### src/hdl/pfa_ram.sv
// generic single write, single read ram with registered read
module pfa_ram #(
    parameter int WIDTH = 8,
    parameter int DEPTH = 256
) (
    input  logic                     i_clk,
    input  logic                     i_we,
    input  logic [$clog2(DEPTH)-1:0] i_waddr,
    input  logic [WIDTH-1:0]         i_wdata,
    input  logic [$clog2(DEPTH)-1:0] i_raddr,
    output logic [WIDTH-1:0]         o_rdata
);

    logic [WIDTH-1:0] r_mem [DEPTH];

    always_ff @(posedge i_clk) begin
        if (i_we) begin
            r_mem[i_waddr] <= i_wdata;
        end
        o_rdata <= r_mem[i_raddr];
    end

endmodule

### config.mk
export PLATFORM = sky130hd
export DESIGN_NAME = pfa_ram
export DESIGN_NICKNAME = d
export VERILOG_FILES = /design/src/hdl/pfa_ram.sv
export SDC_FILE = /design/constraint.sdc
export NUM_CORES = 2
export LEC_CHECK = 0
export ABC_AREA = 1
export BUFFER_PORTS_ARGS = -buffer_cell sky130_fd_sc_hd__buf_2
export CORE_ASPECT_RATIO = 1.25
export CORE_MARGIN = 5
export CORE_UTILIZATION = 63
export DETAILED_ROUTE_END_ITERATION = 10
export PLACE_DENSITY_LB_ADDON = 0.1
export SLEW_MARGIN = 40
export SYNTH_ARGS = -nofsm -noshare
export SYNTH_HDL_FRONTEND = slang
export SYNTH_SLANG_ARGS = --single-unit
### constraint.sdc
create_clock -name i_clk -period 2.4 [get_ports i_clk]
set_clock_uncertainty 0.15 [all_clocks]
set_input_delay 0.24 -clock i_clk [delete_from_list [all_inputs] [get_ports i_clk]]
set_output_delay 0.24 -clock i_clk [all_outputs]
set_load 0.01 [all_outputs]
* Yosys cells after proc, flatten, opt, wreduce, memory -nomap -nowiden
Memories as Yosys holds them, arrays and structs flattened. A register that Yosys moved wholly into a read port is not among the register bits.
Cells that the tools add are included.
W data, S select, Z words.
** Storage, ports and cells
- Flip-flop bits (word level) :: 0
- Bits in latches :: 0
- Bits in writable memories :: 2048
- ROM bits :: 0
- Input port bits :: 26
- Output and inout bits :: 8
- Word-level logic and storage cells :: 3
- Memories :: 1
** Cells by class
- Add/subtract/negate cells :: 0
- Multipliers :: 0
- Div/mod/pow operators :: 0
- $lt $le $gt $ge :: 0
- Eq/ne operators :: 0
- Shifts and indexed selects :: 0
- Muxes and demuxes :: 2
- Bitwise gates (word level) :: 0
- Reductions and logical operators :: 0
** Memories
- r_mem :: depth 256, bits a word 8, rd ports 1, clocked after Yosys merged registers in 1, write ports 1, line 14 : logic [WIDTH-1:0] r_mem [DEPTH];
** Operators by type and width (count)
- $mux W1 :: 2

* Logic depth before layout (Yosys ltp)
- Word-level depth :: 2
- Mapped depth :: 15

* Least setup slack after synthesis
OpenSTA, ideal clock, no wires.
- Path type :: input port to flip-flop
- From :: input i_we
- To :: memory r_mem[162][0], enable pin
- Data arrival time :: 1.361 ns
- Slack :: 0.519 ns
- Stages :: 4
- Cells stage by stage :: clkbuf_1 > nand3_1 > clkbuf_1 > nor2_1
** Between the ends
- Word-level cells in the longest chain between the ends :: 2
** Ends and longest elaborated chain
- start: declaration :: line 7 : input logic i_we,
- $mux W1 :: line 17 : if (i_we) begin
- $mux W1 (not written as such) :: line 18 : r_mem[i_waddr] <= i_wdata;
- end: declaration :: line 14
Every way passes these cells.

* Worst setup path after layout
- From :: input i_waddr[3]
- To :: memory r_mem[2][5], enable pin
** RTL lines
- start: declaration :: line 8 : input logic [$clog2(DEPTH)-1:0] i_waddr,
Straight into the memory's write port.

==> run metrics <==
status=finished, final reports clean; Top delay family on crit path=buffers and inverters; Max Cap Viol=0; WL final=231.4 mm; FF-to-FF End=o_rdata[6]; crit path kind=primary input to register; Initial Utilization=63.27%; Final Util=72.41%; Worst Setup SP=i_waddr[3]; syn_area_per_cell=11.91 sq um; DRC Markers=0; # clock sinks=2056; Starting DRT DRC Count=7735; crit path buf inv count=6; Placer Congestion=0.9027; I/O pin total=34; Die W=335.4 um; Max Transition Viols Final=0; drt pass-1 iters=6; Most common cell on crit path=nor2_1; Clock Tree Buf Depth=3; crit-path max cell delay=0.58 ns; CP arrival=2.71 ns; first-pass GRT wire length=342.1 mm; R2R cell count=11; Mapped Cells=7003; CP required=2.79 ns; Sequential Area=0.06166 sq mm; vias in the first global route=54980; GR Util met2=53.46%; CTS clk-pin slew, worst paths=0.06 ns; CP Max Fanout=13; Psw=16360 uW; Core Area=0.1318 sq mm; WHS Path Cells=4; routed via count=57390; Pint=56930 uW; area of the die=0.1398 sq mm; Yosys cell types=14; Worst Tran Pin Value=0.6299 ns; Layout fillers=8704; warnings from Yosys=0; Post-DRT Antenna Nets=0; layout cells sized above 1=12.13%; syn nets=7029; Multi-input gate area=0.01915 sq mm; Sw Ratio=22.32%; Fin Setup TNS=0 ns; maximum VDD drop=799.7 uV; period utilization=96.95%; Flop pwr share=54.1%; clock power share=39.1%; leakage power=0.03430 uW; Overall Global Routing Usage=32.81%; PortBufs=33; Post-Syn Area=0.08340 sq mm; Hold Crit Start=i_waddr[7]; Worst-Skew Late Latency=0.83 ns; GRT Max-Usage Layer=met2; largest net degree at the start of global routing=77; Clock Root Buffer=clkbuf_16; post-layout min period=2.327 ns; CP Launch Type=primary input; num rows=149; Hold Path End=r_mem[44][0]; R2R Setup Slk=0.09 ns; Critical-path top delay cell=dlygate4sd3_1; Die Y-Extent=416.8 um; worst path cell trace=dlygate4sd3_1 > buf_2 > nor2_1 > dlygate4sd3_1 > inv_1 > nor2_1 > nand2_1 > buf_4 > nor2_1 > buf_4; antenna violations before repair=10; pwr dens=767.9 mW/mm^2; drt via density=6.201; CTS tree=yes; met3 Resource Use GR=5.362%; register bit total from synthesis=2056; cts bufs inserted=187; DP Worst Slack=-0.3548 ns; RSZ-0062 raised after global routing=false; Fmax=0.4298 GHz; synth-to-layout area growth=14.44%; grt total ovfl=0; Combinational Power Share=6.9%; Final WS setup=0.07320 ns; Post CTS Setup Buffer Count=0; sequential share of the synthesized area=73.94%; worst r2r src=r_mem[171][6]; CP endpoint kind=register; Post-DP HPWL=145.2 mm; drt wl/cell=25.00 um; nets@finish=7389; CTS H-tree lvls=4; Max-Slew Margin vs Limit=57.96%; Final Hold Fails=0; Final setup viols=0; Min Hold Slack=0.09059 ns; Hold Crit Class=primary input to register; grt met1 use=43.11%
## through the flow
stage	std cells	total power, uW	cell area (sq um)
floorplan	7003	42810	83400
global placement	8894	45220	89430
detailed placement	8894	45300	89430
CTS	9252	73450	95420
global route	9252	75300	95430
finish	9256	73290	95440
## layout make-up
cell class,instances,area share (%)
diodes,4,0.01049
inverters,39,0.1888
repair buffers,654,6.752
well taps,1736,2.276
clock buffers,235,5.247
multi-input cells,4425,20.06
flip-flops and latches,2056,64.61
clock inverters,107,0.8561
## registers in the layout, indices dropped and copies added (netlist names)
signal	cells
o_rdata	8
r_mem	2048
## Yosys cell counts
library cell | number | area [sq um]
buf_1 | 40 | 150.1
buf_2 | 268 | 1341
buf_4 | 46 | 345.3
buf_6 | 16 | 180.2
buf_8 | 1 | 15.01
clkbuf_1 | 112 | 420.4
dfxtp_1 | 8 | 160.2
edfxtp_1 | 2048 | 61500
inv_1 | 36 | 135.1
inv_2 | 2 | 7.510
inv_4 | 1 | 6.260
nand2_1 | 2123 | 7969
nand3_1 | 2019 | 10100
nor2_1 | 283 | 1062
## logic make-up after synthesis
kind of cell  after synthesis  share of synthesized area, %
simple gates             4425                         22.95
flops                    2056                         73.94
buf+inv                   522                         3.119
## worst register-to-register path, cell delays in order (launching register included)
cell	delay [ns]
edfxtp_1	0.38
nand2_1	0.08
nand3_1	0.08
nand3_1	0.10
nand3_1	0.14
nand3_1	0.21
nand3_1	0.14
nand3_2	0.16
nand2_1	0.07
nand2_1	0.06
dlygate4sd3_1	0.56
nand2_1	0.05
## cells in the final DEF, fill, tap and decap left out, types with 21 or more instances in the layout
cell type and instances:
edfxtp_1 2048, clkinv_1 36, nand2_1 2123, clkbuf_1 40, buf_12 117, clkinv_2 49
inv_1 34, nor2_1 282, clkbuf_16 193, nand3_1 2017, buf_2 21, buf_4 489
## layer usage
metal,part of all wire (%),routed length [um]
met5,0.019,45
met3,9.4,21830
met4,6.0,13990
met2,49,112700
met1,36,82840
## power groups by stage
stage	Combinational (uW)	Sequential [uW]	Clock, uW
after floorplan	2440	40400	0
after global placement	4840	40400	0
after detailed placement	4910	40400	0
after CTS	4960	39600	28900
after global routing	5340	39600	30400
final	5020	39600	28600
## worst max-delay path by stage
stage	to	slack [ns]	cells past startpoint
after floorplan	r_mem[162][0]	0.52	4
after global placement	o_rdata[3]	-0.35	15
after detailed placement	o_rdata[3]	-0.35	15
after CTS	o_rdata[6]	0.06	11
after global routing	o_rdata[6]	0.01	11
final	r_mem[2][5]	0.07	10
## what timing repair did
item / in CTS / in global routing
hold buffers: 16 / 0
gates resized for setup: 0 / 3
hold endpoints to repair: 1855 / 0
setup endpoints to repair: 0 / 6
(Power assumes the default switching activity.)
